## src/design/cps_pkg.sv

```systemverilog
// ----------------------------------------------------------------------------
// cps_pkg
// Shared types, constants and arithmetic helpers of the channel permute and
// scale unit.
// ----------------------------------------------------------------------------
`default_nettype none

package cps_pkg;

    // Storage depth and derived widths
    localparam int MAX_CHANNELS = 64;
    localparam int CH_W         = 6;
    localparam int CNT_W        = 7;
    localparam int SAMPLE_W     = 16;
    localparam int SCALE_W      = 16;
    localparam int PROD_W       = SAMPLE_W + SCALE_W;

    // Channel count register reset value
    localparam logic [CNT_W-1:0] COUNT_RESET = CNT_W'(MAX_CHANNELS);
    localparam logic [CNT_W-1:0] COUNT_MAX   = CNT_W'(MAX_CHANNELS);
    localparam logic [CNT_W-1:0] COUNT_MIN   = CNT_W'(1);

    // Beat commands
    localparam logic CMD_LOAD   = 1'b0;
    localparam logic CMD_SAMPLE = 1'b1;

    // Emission sequencer
    typedef enum logic [1:0] {
        ST_IDLE,
        ST_TAB,
        ST_PIX,
        ST_MUL
    } cps_state_t;

    // One permutation table entry
    typedef struct packed {
        logic [CH_W-1:0]           src;
        logic signed [SCALE_W-1:0] scale;
    } tab_entry_t;

    // Table write request
    typedef struct packed {
        logic            en;
        logic [CH_W-1:0] addr;
        tab_entry_t      entry;
    } tab_wr_t;

    // Effective channel count: register clamped to 1..MAX_CHANNELS
    function automatic logic [CNT_W-1:0] clamp_count(input logic [CNT_W-1:0] cfg);
        logic [CNT_W-1:0] c;
        c = cfg;
        if (c < COUNT_MIN)
            c = COUNT_MIN;
        if (c > COUNT_MAX)
            c = COUNT_MAX;
        return c;
    endfunction

    // Q12.20 product to Q8.8: round half up, then saturate to 16 bits
    function automatic logic signed [SAMPLE_W-1:0] round_sat(
        input logic signed [PROD_W-1:0] prod
    );
        logic signed [PROD_W:0]    biased;
        logic signed [PROD_W-12:0] q;
        logic signed [SAMPLE_W-1:0] r;
        biased = {prod[PROD_W-1], prod} + (PROD_W+1)'(2048);
        q = biased[PROD_W:12];
        if (q > (PROD_W-11)'(32767))
            r = 16'sh7FFF;
        else if (q < -(PROD_W-11)'(32768))
            r = 16'sh8000;
        else
            r = q[SAMPLE_W-1:0];
        return r;
    endfunction

endpackage

`default_nettype wire

```

## src/design/cps_item_if.sv

```systemverilog
// ----------------------------------------------------------------------------
// cps_item_if
// Input channel: table loads and channel samples, valid/ready handshake.
// ----------------------------------------------------------------------------
`default_nettype none

interface cps_item_if;
    logic                                  valid;
    logic                                  ready;
    logic                                  command;
    logic [cps_pkg::CH_W-1:0]              table_channel;
    logic [cps_pkg::CH_W-1:0]              source_channel;
    logic signed [cps_pkg::SCALE_W-1:0]    scale_value;
    logic signed [cps_pkg::SAMPLE_W-1:0]   sample_value;

    modport source (
        output valid, command, table_channel, source_channel, scale_value, sample_value,
        input  ready
    );

    modport sink (
        input  valid, command, table_channel, source_channel, scale_value, sample_value,
        output ready
    );
endinterface

`default_nettype wire

```

## src/design/cps_result_if.sv

```systemverilog
// ----------------------------------------------------------------------------
// cps_result_if
// Output channel: scaled gathered samples, valid/ready handshake.
// ----------------------------------------------------------------------------
`default_nettype none

interface cps_result_if;
    logic                                  valid;
    logic                                  ready;
    logic signed [cps_pkg::SAMPLE_W-1:0]   result_value;
    logic [cps_pkg::CH_W-1:0]              out_channel;
    logic                                  last;

    modport source (
        output valid, result_value, out_channel, last,
        input  ready
    );

    modport sink (
        input  valid, result_value, out_channel, last,
        output ready
    );
endinterface

`default_nettype wire

```

## src/design/cps_table_mem.sv

```systemverilog
// ----------------------------------------------------------------------------
// cps_table_mem
// Permutation table: source channel and scale per output channel. One write
// and one read port, registered read. Per-entry valid bits make unloaded
// entries read as zero after reset.
// ----------------------------------------------------------------------------
`default_nettype none

module cps_table_mem (
    input  wire logic                         clk,
    input  wire logic                         rst_n,
    input  wire cps_pkg::tab_wr_t             wr,
    input  wire logic                         rd_en,
    input  wire logic [cps_pkg::CH_W-1:0]     rd_addr,
    output cps_pkg::tab_entry_t               rd_data
);

    cps_pkg::tab_entry_t                  mem [cps_pkg::MAX_CHANNELS];
    logic [cps_pkg::MAX_CHANNELS-1:0]     valid_reg;
    cps_pkg::tab_entry_t                  data_reg;
    logic                                 hit_reg;

    // Storage array
    always_ff @(posedge clk)
    begin
        if (wr.en)
            mem[wr.addr] <= wr.entry;
        if (rd_en)
            data_reg <= mem[rd_addr];
    end

    // Valid bits and the registered valid of the read
    always_ff @(posedge clk or negedge rst_n)
    begin
        if (!rst_n)
        begin
            valid_reg <= '0;
            hit_reg   <= 1'b0;
        end
        else
        begin
            if (wr.en)
                valid_reg[wr.addr] <= 1'b1;
            if (rd_en)
                hit_reg <= valid_reg[rd_addr];
        end
    end

    // Unloaded entries read as zero
    assign rd_data = hit_reg ? data_reg : '0;

endmodule

`default_nettype wire

```

## src/design/cps_pixel_buf.sv

```systemverilog
// ----------------------------------------------------------------------------
// cps_pixel_buf
// Sample store for one pixel vector. One write and one read port, registered
// read, no reset of contents.
// ----------------------------------------------------------------------------
`default_nettype none

module cps_pixel_buf (
    input  wire logic                                clk,
    input  wire logic                                wr_en,
    input  wire logic [cps_pkg::CH_W-1:0]            wr_addr,
    input  wire logic signed [cps_pkg::SAMPLE_W-1:0] wr_data,
    input  wire logic                                rd_en,
    input  wire logic [cps_pkg::CH_W-1:0]            rd_addr,
    output logic signed [cps_pkg::SAMPLE_W-1:0]      rd_data
);

    logic signed [cps_pkg::SAMPLE_W-1:0] mem [cps_pkg::MAX_CHANNELS];

    // Storage array, read data registered
    always_ff @(posedge clk)
    begin
        if (wr_en)
            mem[wr_addr] <= wr_data;
        if (rd_en)
            rd_data <= mem[rd_addr];
    end

endmodule

`default_nettype wire

```

## src/design/cps_scale_mult.sv

```systemverilog
// ----------------------------------------------------------------------------
// cps_scale_mult
// Registered 16x16 signed multiply: Q8.8 sample times Q4.12 scale, exact
// Q12.20 product.
// ----------------------------------------------------------------------------
`default_nettype none

module cps_scale_mult (
    input  wire logic                                clk,
    input  wire logic                                en,
    input  wire logic signed [cps_pkg::SAMPLE_W-1:0] sample,
    input  wire logic signed [cps_pkg::SCALE_W-1:0]  scale,
    output logic signed [cps_pkg::PROD_W-1:0]        product_reg
);

    logic signed [cps_pkg::PROD_W-1:0] product_next;

    // Full-width signed product
    assign product_next = cps_pkg::PROD_W'(sample) * cps_pkg::PROD_W'(scale);

    always_ff @(posedge clk)
    begin
        if (en)
            product_reg <= product_next;
    end

endmodule

`default_nettype wire

```

## src/design/channel_permute_scale_unit.sv

```systemverilog
// ----------------------------------------------------------------------------
// channel_permute_scale_unit
// Per-pixel channel shuffle with a per-channel Q4.12 scale on Q8.8 samples.
// ----------------------------------------------------------------------------
// A load beat writes one table entry and a sample beat stores one channel of
// the current pixel. The sample that brings the held count to the effective
// channel count (register clamped to 1..64) starts the emission: for each
// output channel the sequencer reads the table memory, then the pixel buffer
// at the gathered source, then multiplies, and no input beat is accepted
// during the emission. Each result step is set by the two registered memory
// reads and the registered multiplier in series, and a result not yet taken
// at the output holds the sequencer. The last result sits in the output
// register and the next pixel may start filling before it is taken. A source
// channel at or beyond the count gives zero. No clearing pass is needed after
// reset.
// ----------------------------------------------------------------------------
`default_nettype none

module channel_permute_scale_unit (
    input  wire logic                        clk,
    input  wire logic                        rst_n,
    cps_item_if.sink                         items,
    cps_result_if.source                     results,
    input  wire logic                        cfg_wr_en,
    input  wire logic [cps_pkg::CNT_W-1:0]   cfg_wr_data
);

    // Configuration and control state
    logic [cps_pkg::CNT_W-1:0]           count_reg;
    logic [cps_pkg::CNT_W-1:0]           count_eff;
    logic [cps_pkg::CNT_W-1:0]           fill_reg;
    logic [cps_pkg::CNT_W-1:0]           fill_next;
    logic [cps_pkg::CNT_W-1:0]           fill_inc;
    logic [cps_pkg::CH_W-1:0]            n_reg;
    logic [cps_pkg::CH_W-1:0]            n_next;
    cps_pkg::cps_state_t                 state_reg;
    cps_pkg::cps_state_t                 state_next;

    // Datapath
    cps_pkg::tab_wr_t                    tab_wr;
    cps_pkg::tab_entry_t                 tab_rd_data;
    logic                                tab_rd_en;
    logic [cps_pkg::CH_W-1:0]            tab_rd_addr;
    logic                                pix_wr_en;
    logic                                pix_rd_en;
    logic signed [cps_pkg::SAMPLE_W-1:0] pix_rd_data;
    logic signed [cps_pkg::SCALE_W-1:0]  scale_reg;
    logic                                src_ok_reg;
    logic                                stage_load;
    logic                                mult_en;
    logic signed [cps_pkg::PROD_W-1:0]   product;

    // Output register
    logic                                out_valid_reg;
    logic signed [cps_pkg::SAMPLE_W-1:0] out_value_reg;
    logic [cps_pkg::CH_W-1:0]            out_chan_reg;
    logic                                out_last_reg;
    logic                                out_free;
    logic                                out_load;
    logic                                is_last;

    logic                                item_beat;
    logic                                sample_beat;
    logic                                pixel_done;

    assign count_eff   = cps_pkg::clamp_count(count_reg);
    assign item_beat   = items.valid && items.ready;
    assign sample_beat = item_beat && (items.command == cps_pkg::CMD_SAMPLE);
    assign fill_inc    = fill_reg + cps_pkg::CNT_W'(1);
    assign pixel_done  = fill_inc >= count_eff;
    assign out_free    = !out_valid_reg || results.ready;
    assign is_last     = ({1'b0, n_reg} + cps_pkg::CNT_W'(1)) == count_eff;

    // Table writes from load beats
    always_comb
    begin
        tab_wr.en          = item_beat && (items.command == cps_pkg::CMD_LOAD);
        tab_wr.addr        = items.table_channel;
        tab_wr.entry.src   = items.source_channel;
        tab_wr.entry.scale = items.scale_value;
    end

    assign pix_wr_en = sample_beat;

    cps_table_mem u_table (
        .clk     (clk),
        .rst_n   (rst_n),
        .wr      (tab_wr),
        .rd_en   (tab_rd_en),
        .rd_addr (tab_rd_addr),
        .rd_data (tab_rd_data)
    );

    cps_pixel_buf u_pixel (
        .clk     (clk),
        .wr_en   (pix_wr_en),
        .wr_addr (fill_reg[cps_pkg::CH_W-1:0]),
        .wr_data (items.sample_value),
        .rd_en   (pix_rd_en),
        .rd_addr (tab_rd_data.src),
        .rd_data (pix_rd_data)
    );

    cps_scale_mult u_mult (
        .clk         (clk),
        .en          (mult_en),
        .sample      (pix_rd_data),
        .scale       (scale_reg),
        .product_reg (product)
    );

    // Sequencer: inputs are taken only while idle, which keeps buffer and
    // table reads of an emission clear of any write
    always_comb
    begin
        state_next  = state_reg;
        n_next      = n_reg;
        fill_next   = fill_reg;
        items.ready = 1'b0;
        tab_rd_en   = 1'b0;
        tab_rd_addr = n_reg;
        pix_rd_en   = 1'b0;
        stage_load  = 1'b0;
        mult_en     = 1'b0;
        out_load    = 1'b0;
        case (state_reg)
            cps_pkg::ST_IDLE:
            begin
                items.ready = 1'b1;
                if (sample_beat)
                begin
                    if (pixel_done)
                    begin
                        fill_next   = '0;
                        n_next      = '0;
                        tab_rd_en   = 1'b1;
                        tab_rd_addr = '0;
                        state_next  = cps_pkg::ST_TAB;
                    end
                    else
                    begin
                        fill_next = fill_inc;
                    end
                end
            end
            cps_pkg::ST_TAB:
            begin
                pix_rd_en  = 1'b1;
                stage_load = 1'b1;
                state_next = cps_pkg::ST_PIX;
            end
            cps_pkg::ST_PIX:
            begin
                mult_en    = 1'b1;
                state_next = cps_pkg::ST_MUL;
            end
            cps_pkg::ST_MUL:
            begin
                if (out_free)
                begin
                    out_load = 1'b1;
                    if (is_last)
                    begin
                        state_next = cps_pkg::ST_IDLE;
                    end
                    else
                    begin
                        n_next      = n_reg + cps_pkg::CH_W'(1);
                        tab_rd_en   = 1'b1;
                        tab_rd_addr = n_reg + cps_pkg::CH_W'(1);
                        state_next  = cps_pkg::ST_TAB;
                    end
                end
            end
            default:
            begin
                state_next = cps_pkg::ST_IDLE;
            end
        endcase
    end

    // Control registers
    always_ff @(posedge clk or negedge rst_n)
    begin
        if (!rst_n)
        begin
            state_reg     <= cps_pkg::ST_IDLE;
            count_reg     <= cps_pkg::COUNT_RESET;
            fill_reg      <= '0;
            n_reg         <= '0;
            out_valid_reg <= 1'b0;
        end
        else
        begin
            state_reg <= state_next;
            fill_reg  <= fill_next;
            n_reg     <= n_next;
            if (cfg_wr_en)
                count_reg <= cfg_wr_data;
            if (out_load)
                out_valid_reg <= 1'b1;
            else if (results.ready)
                out_valid_reg <= 1'b0;
        end
    end

    // Scale and range flag of the gathered entry
    always_ff @(posedge clk)
    begin
        if (stage_load)
        begin
            scale_reg  <= tab_rd_data.scale;
            src_ok_reg <= {1'b0, tab_rd_data.src} < count_eff;
        end
    end

    // Output payload
    always_ff @(posedge clk)
    begin
        if (out_load)
        begin
            out_value_reg <= src_ok_reg ? cps_pkg::round_sat(product) : '0;
            out_chan_reg  <= n_reg;
            out_last_reg  <= is_last;
        end
    end

    assign results.valid        = out_valid_reg;
    assign results.result_value = out_value_reg;
    assign results.out_channel  = out_chan_reg;
    assign results.last         = out_last_reg;

    // The held sample count never reaches the buffer depth
    a_fill_bound: assert property (@(posedge clk) disable iff (!rst_n)
        fill_reg < cps_pkg::COUNT_MAX)
        else $error("fill count out of range");

    // A completing sample starts the emission at output channel zero
    a_emit_start: assert property (@(posedge clk) disable iff (!rst_n)
        (sample_beat && pixel_done) |=> (state_reg == cps_pkg::ST_TAB && n_reg == '0))
        else $error("emission did not start at channel zero");

    // A stalled result holds the sequencer in the multiply step
    a_stall_hold: assert property (@(posedge clk) disable iff (!rst_n)
        (state_reg == cps_pkg::ST_MUL && out_valid_reg && !results.ready)
        |=> (state_reg == cps_pkg::ST_MUL && $stable(n_reg)))
        else $error("result overwritten while stalled");

    // The final beat of a pixel returns the sequencer to idle
    a_last_idle: assert property (@(posedge clk) disable iff (!rst_n)
        (out_load && is_last) |=> (state_reg == cps_pkg::ST_IDLE && results.last))
        else $error("last beat mismatch");

endmodule

`default_nettype wire
```

## src/flat_wrapper.sv

```systemverilog
// flat-port wrapper written by rule: the top's interface ports become plain ports
module channel_permute_scale_unit_flat 
  (clk, rst_n, cfg_wr_en, cfg_wr_data, items_valid, items_command, items_table_channel, items_source_channel, items_scale_value, items_sample_value, items_ready, results_valid, results_result_value, results_out_channel, results_last, results_ready);
  cps_item_if items_i ();
  cps_result_if results_i ();
  input  wire logic clk;
  input  wire logic rst_n;
  input  wire logic cfg_wr_en;
  input  wire logic [cps_pkg::CNT_W-1:0] cfg_wr_data;
  input wire logic [$bits(items_i.valid)-1:0] items_valid;
  input wire logic [$bits(items_i.command)-1:0] items_command;
  input wire logic [$bits(items_i.table_channel)-1:0] items_table_channel;
  input wire logic [$bits(items_i.source_channel)-1:0] items_source_channel;
  input wire logic [$bits(items_i.scale_value)-1:0] items_scale_value;
  input wire logic [$bits(items_i.sample_value)-1:0] items_sample_value;
  output wire logic [$bits(items_i.ready)-1:0] items_ready;
  output wire logic [$bits(results_i.valid)-1:0] results_valid;
  output wire logic [$bits(results_i.result_value)-1:0] results_result_value;
  output wire logic [$bits(results_i.out_channel)-1:0] results_out_channel;
  output wire logic [$bits(results_i.last)-1:0] results_last;
  input wire logic [$bits(results_i.ready)-1:0] results_ready;
  assign items_i.valid = items_valid;
  assign items_i.command = items_command;
  assign items_i.table_channel = items_table_channel;
  assign items_i.source_channel = items_source_channel;
  assign items_i.scale_value = items_scale_value;
  assign items_i.sample_value = items_sample_value;
  assign items_ready = items_i.ready;
  assign results_valid = results_i.valid;
  assign results_result_value = results_i.result_value;
  assign results_out_channel = results_i.out_channel;
  assign results_last = results_i.last;
  assign results_i.ready = results_ready;
  channel_permute_scale_unit u_core (.clk(clk), .rst_n(rst_n), .items(items_i), .results(results_i), .cfg_wr_en(cfg_wr_en), .cfg_wr_data(cfg_wr_data));
endmodule
```

## config.mk

```make
export PLATFORM = sky130hd
export DESIGN_NAME = channel_permute_scale_unit_flat
export DESIGN_NICKNAME = d
export VERILOG_FILES = /design/src/design/cps_pkg.sv /design/src/design/cps_item_if.sv /design/src/design/cps_result_if.sv /design/src/design/cps_table_mem.sv /design/src/design/cps_pixel_buf.sv /design/src/design/cps_scale_mult.sv /design/src/design/channel_permute_scale_unit.sv /design/src/flat_wrapper.sv
export SDC_FILE = /design/constraint.sdc
export NUM_CORES = 2
export LEC_CHECK = 0
export BUFFER_PORTS_ARGS = -buffer_cell sky130_fd_sc_hd__buf_2
export CORE_MARGIN = 10
export CORE_UTILIZATION = 30
export DETAILED_ROUTE_END_ITERATION = 10
export PLACE_DENSITY = 0.48
export SLEW_MARGIN = 20
export SYNTH_ARGS = -nofsm -noshare
export SYNTH_HDL_FRONTEND = slang
export SYNTH_SLANG_ARGS = --single-unit
```

## constraint.sdc

```tcl
create_clock -name clk -period 17.1 [get_ports clk]
set_input_delay 5.13 -clock clk [delete_from_list [all_inputs] [get_ports clk]]
set_output_delay 5.13 -clock clk [all_outputs]
set_load 0.02 [all_outputs]
```

# == Word level (Yosys, flattened, before mapping) ==
# Memories as Yosys holds them, arrays and structs flattened. A register that Yosys moved wholly into a read port is not among the register bits.
# Cells that the tools add are included.
# word_totals
register_bits,160
mem_bits_rw,2432
output_inout_bits,25
word_cells,87
memories,2
# op_classes
add_sub_neg,4
mul,1
order_cmp,9
eq_ne,7
mux,36
bitwise,3
n_reduce_logical,11
# mem_list
memory,depth,word_bits,read_ports,rd_clocked_by_memory_dff,wr,line,text
u_core.u_table.mem,64,22,1,1,1,cps_table_mem.sv:18,cps_pkg::tab_entry_t mem [cps_pkg::MAX_CHANNELS];
u_core.u_pixel.mem,64,16,1,1,1,cps_pixel_buf.sv:18,logic signed [cps_pkg::SAMPLE_W-1:0] mem [cps_pkg::MAX_CHANNELS];
# ops
op,count
64-bit OR,1
"32-bit by 13-bit adder with 33-bit output, second input constant",1
16-bit by 16-bit multiplier with 32-bit output,1
6-bit two-way mux,4
22-bit two-way mux,1
"21-bit by 16-bit > comparator with 1-bit output, second input constant",1
"21-bit by 16-bit less-than comparator with 1-bit output, second input constant",1
7-bit two-way mux,3
1-bit two-way mux,18
16-bit two-way mux,1
15-bit two-way mux,1
"6-bit by 7-bit less-than comparator with 1-bit output, second input constant",2
6-bit one-hot mux with 2 select lines,1
2-bit one-hot mux with 4 select lines,1
"6-bit by 1-bit adder with 7-bit output, second input constant",1
"7-bit by 1-bit adder with 7-bit output, second input constant",1
7-bit equality test,1
7-bit >= comparator,1
"7-bit > comparator, second input constant",1
6-bit by 7-bit less-than comparator with 1-bit output,1
"7-bit by 1-bit less-than comparator with 1-bit output, second input constant",1
"6-bit by 1-bit adder with 6-bit output, second input constant",1
1-bit binary-select mux with 6-bit select,1
1-bit demux with 6-bit select,1
other kinds (15),24

# == Depth between registers and ports, before layout ==
# logic_depth
word_depth,10
mapped_depth,25

# == By module ==
# A second synthesis with hierarchy kept.
# unflattened
hier_cells,5586
hier_area_um2,111166.6
# by_module_without_submodules
module,n_inst,cells_per_inst,area_per_inst_um2
cps_table_mem,1,2366,56965.9
cps_pixel_buf,1,1829,40202.3
cps_scale_mult,1,1100,10702.8
channel_permute_scale_unit,1,291,3295.7

# == Least setup slack after synthesis ==
# No wires, ideal clock.
# synth_timing
kind,input -> register
startpoint,input items_command
endpoint,register u_core.u_table.data_reg[3] (netlist name)
setup_time_ns,0.269
arrival_time_ns,7.565
required_ns,16.831
path_slack_ns,9.266
cell_stages,14
path_buffers,4
cell_sequence,nand3_1 > a21oi_1 > o311ai_1 > a21o_1 > buf_2 > buf_2 > buf_2 > o21ai_0 > o311ai_0 > nand2_1 > clkbuf_1 > a311oi_1 > o31ai_1 > nand4_1
# synth_between
elab_chain_cells,3
word_cells_on_any_way,5
cone_classes,mux: 4; reduce/logical: 1
# synth_rtl
element,line,text
start: declaration,flat_wrapper.sv:11,input wire logic [$bits(items_i.command)-1:0] items_command;
1-bit logical AND (*),channel_permute_scale_unit.sv:68,assign sample_beat = item_beat && (items.command == cps_pkg::CMD_SAMPLE);
6-bit two-way mux / 1-bit two-way mux (equally long branches),channel_permute_scale_unit.sv:130,if (sample_beat)
6-bit one-hot mux with 2 select lines / 1-bit one-hot mux with 2 select lines (equally long branches),channel_permute_scale_unit.sv:126,case (state_reg)
# Every way passes the cells marked *; elsewhere a longest branch is shown, timed or not.
# A chain may end at the register's enable or synchronous reset.

# == Final worst setup path ==
# layout_timing
startpoint,input results_ready
endpoint,register u_core.u_table.data_reg[21] (netlist name)
# layout_between
elab_chain_cells,3
word_cells_on_any_way,5
cone_classes,mux: 4; reduce/logical: 1
# layout_rtl
element,line,text
start: declaration,flat_wrapper.sv:21,input wire logic [$bits(results_i.ready)-1:0] results_ready;
1-bit logical OR (*),channel_permute_scale_unit.sv:71,assign out_free = !out_valid_reg || results.ready;
6-bit two-way mux / 1-bit two-way mux (equally long branches),--,
6-bit one-hot mux with 2 select lines / 1-bit one-hot mux with 2 select lines (equally long branches),channel_permute_scale_unit.sv:126,
# Marked as above.

==> PnR_summary.wiki <==
{| class="wikitable"
! Metric !! Value
|-
| Total nets after synthesis || 7829
|-
| Final number of setup-violating endpoints || 0
|-
| Total number of yosys warnings || 0
|-
| Post-detailed-route DRC marker count || 0
|-
| Primary FF master, synth || sky130_fd_sc_hd__edfxtp_1
|-
| Clock latency at the later pin of the worst-skew pair || 0.87 ns
|-
| Required arrival time at the worst endpoint || 17.62 ns
|-
| Die X || 635 µm
|-
| Wire length of the first global-routing pass || 492000 µm
|-
| Sequential element share of the synthesized area || 0.690
|-
| Startpoint type of the worst setup path || input port
|-
| # port buffers || 81
|-
| Post-synth EDFFs || 2531
|-
| Row cnt || 225
|-
| Minimum period implied by the final worst setup slack || 10.29 ns
|-
| Resize count post-CTS || 0
|-
| Final setup slack of the worst path || 6.81 ns
|-
| Fin. Hold Viols || 0
|-
| Final worst clock skew || 0.0629 ns
|-
| Area after detailed placement || 121000 µm²
|-
| Synth cell types || 81
|-
| Share of flip-flops with an asynchronous set or reset after synthesis || 0.0336
|-
| Commonest non-fill, non-tap cell in the layout || sky130_fd_sc_hd__edfxtp_1
|-
| GR Overflow Total || 0
|-
| Drt initial violations || 6300
|-
| Post-CTS Hold Buffers || 0
|-
| Fraction of final layout cells sized beyond drive strength 1 || 0.152
|-
| Clock Sink Count || 2619
|-
| Drt pass-1 iters || 5
|-
| Number of vias after detailed routing || 65700
|-
| Worst-case clock buffer depth || 4
|-
| Layout overhead on the synthesized area || 14.3%
|-
| Per-cell routed wire length || 26.8 µm
|-
| Netlist area before placement || 113000 µm²
|-
| Post-synthesis average cell area || 15.3 µm²
|-
| Number of flip-flops in the largest register || 1408
|-
| Cell area after layout || 130000 µm²
|-
| Boundary Pins || 82
|-
| Least-Margin Pin Slew || 1.14 ns
|-
| Final worst-path cycle share || 0.602
|-
| Die H || 635 µm
|-
| Routed wire length || 343000 µm
|-
| Critical path peak fanout || 105
|-
| Worst Setup Slack post-DPL || 5.77 ns
|-
| Hpwl dp || 197000 µm
|-
| Remaining antenna violation count || 0
|-
| Total Die Area || 403000 µm²
|-
| Critical path class || input port to flip-flop
|-
| Largest net degree at the start of global routing || 153
|-
| Global-route usage over all layers || 0.166
|-
| WHS || 0.464 ns
|-
| Worst slew slack as a fraction of its limit || 0.228
|-
| Yosys reg bits || 2619
|-
| Clock tree from TritonCTS || built
|-
| Antenna violations before repair || 20
|-
| Peak Freq || 0.0972 GHz
|-
| Vias/cell || 5.13
|-
| Post-Synthesis Cells || 7414
|-
| Total number of nets in the final design || 7975
|-
| Register-to-Register Setup Slack || 9.28 ns
|-
| Endpoint arrival time on the critical path || 10.81 ns
|-
| RSZ-0062 raised after global routing || no
|-
| Post-CTS setup repair buffer count || 0
|-
| Root buf cell || sky130_fd_sc_hd__clkbuf_16
|-
| Number of max-slew violations in the final report || 0
|-
| Via count of the first global-routing pass || 66400
|-
| Initial core utilization || 0.301
|-
| Worst Hold Class || flip-flop to flip-flop
|-
| Clock buffers created by TritonCTS || 288
|-
| Leading cell types in the layout, fill and taps excluded || sky130_fd_sc_hd__edfxtp_1, sky130_fd_sc_hd__nand2_1, sky130_fd_sc_hd__mux2i_1
|-
| Final weighted congestion in routability-driven placement || 0.807
|-
| Critical path capture point type || flip-flop
|-
| CORE AREA || 376000 µm²
|-
| Maximum capacitance violations || 0
|-
| Result of the run || finished clean
|-
| Clock edge transition at the registers on the reported setup and hold paths || 0.06 ns
|-
| H-tree levels || 5
|-
| Final-layout fill cell count || 36100
|-
| Setup TNS || 0 ns
|}
## layout make-up
| cell class | instances | area, µm² | area share |
|---|---|---|---|
| multi-input cells | 4001 | 32400 | 0.250 |
| inverters | 326 | 1250 | 0.00963 |
| clock inverters | 150 | 1350 | 0.0104 |
| repair buffers | 324 | 2390 | 0.0185 |
| well taps | 4994 | 6250 | 0.0482 |
| diodes | 12 | 30.0 | 0.000232 |
| flip-flops and latches | 2619 | 78200 | 0.604 |
| clock buffers | 362 | 7620 | 0.0588 |
## synth_stat cells, drive strengths merged (46+ instances only)
library cell,n,area share
o211ai,71,0.0047
mux4,148,0.029
a211oi,248,0.017
a311o,46,0.0041
buf,130,0.0064
inv,324,0.011
dfrtp,87,0.019
and2,138,0.0076
edfxtp,2531,0.67
o221ai,65,0.0050
mux2i,370,0.033
clkbuf,338,0.011
mux2,118,0.012
a311oi,155,0.012
nor2,312,0.010
ha,97,0.011
a31oi,66,0.0036
fa,261,0.046
nand2,874,0.029
nand3,84,0.0037
o21ai,139,0.0061
or2,70,0.0039
o22ai,50,0.0028
and3,230,0.013
a21oi,115,0.0051
## final timing paths
kind,startpoint,endpoint,depth (start not counted)
setup / recovery,results_ready,u_core.u_table.data_reg[21],15
max in group asynchronous,rst_n,u_core.state_reg[0],2
hold / removal,u_core.u_table.valid_reg[14],u_core.u_table.valid_reg[14],1
min in group asynchronous,rst_n,u_core.u_table.valid_reg[36],1
hold reg to reg,u_core.u_table.valid_reg[14],u_core.u_table.valid_reg[14],1
setup reg to reg,u_core.fill_reg[3],u_core.u_table.data_reg[21],18
## per-stage QoR
stage                     cells  utilization
after floorplan            7414            -
after global placement    12300        0.320
after detailed placement  12300        0.320
after CTS                 12800        0.344
after global routing      12800        0.344
final                     12800        0.344
## per-layer routing
| layer | vias to the layer above | wire (µm) | GRT usage |
|---|---|---|---|
| met1 | 34600 | 147000 | 0.224 |
| met3 | 442 | 18800 | 0.0220 |
| met2 | 2001 | 169000 | 0.284 |
| met4 | 6 | 7970 | 0.0374 |
| li1 | 28600 | - | - |
| met5 | - | 41 | 0 |
## cell families (layout without fill, tap and decap cells)
family,after synthesis,after routing,synth area share
flip-flops,2619,2619,0.690
AND/OR/NAND/NOR,1857,1857,0.0756
AO/OA/AOI/OAI,1104,1104,0.0721
buffers and inverters,794,1162,0.0283
multiplexers,636,636,0.0738
adder cells (fa/ha/maj),358,358,0.0568
XOR/XNOR,46,46,0.00355
other,0,12,0
## worst max-delay path: stages
cell and delay [ns]:
sky130_fd_sc_hd__buf_2 0.10, sky130_fd_sc_hd__nor2b_1 0.48, sky130_fd_sc_hd__a21oi_1 0.19, sky130_fd_sc_hd__a21oi_1 0.26, sky130_fd_sc_hd__a21o_2 0.17, sky130_fd_sc_hd__buf_4 0.55, sky130_fd_sc_hd__o31ai_4 0.20, sky130_fd_sc_hd__inv_8 0.49
sky130_fd_sc_hd__buf_12 0.60, sky130_fd_sc_hd__buf_4 0.86, sky130_fd_sc_hd__mux2i_1 0.26, sky130_fd_sc_hd__mux2_2 0.17, sky130_fd_sc_hd__o22ai_1 0.10, sky130_fd_sc_hd__nor4_1 0.85, sky130_fd_sc_hd__nand4_1 0.17
Power is left out: the tool's default activity adds up to more than one toggle a clock period on the data nets, which glitch-free logic cannot reach.
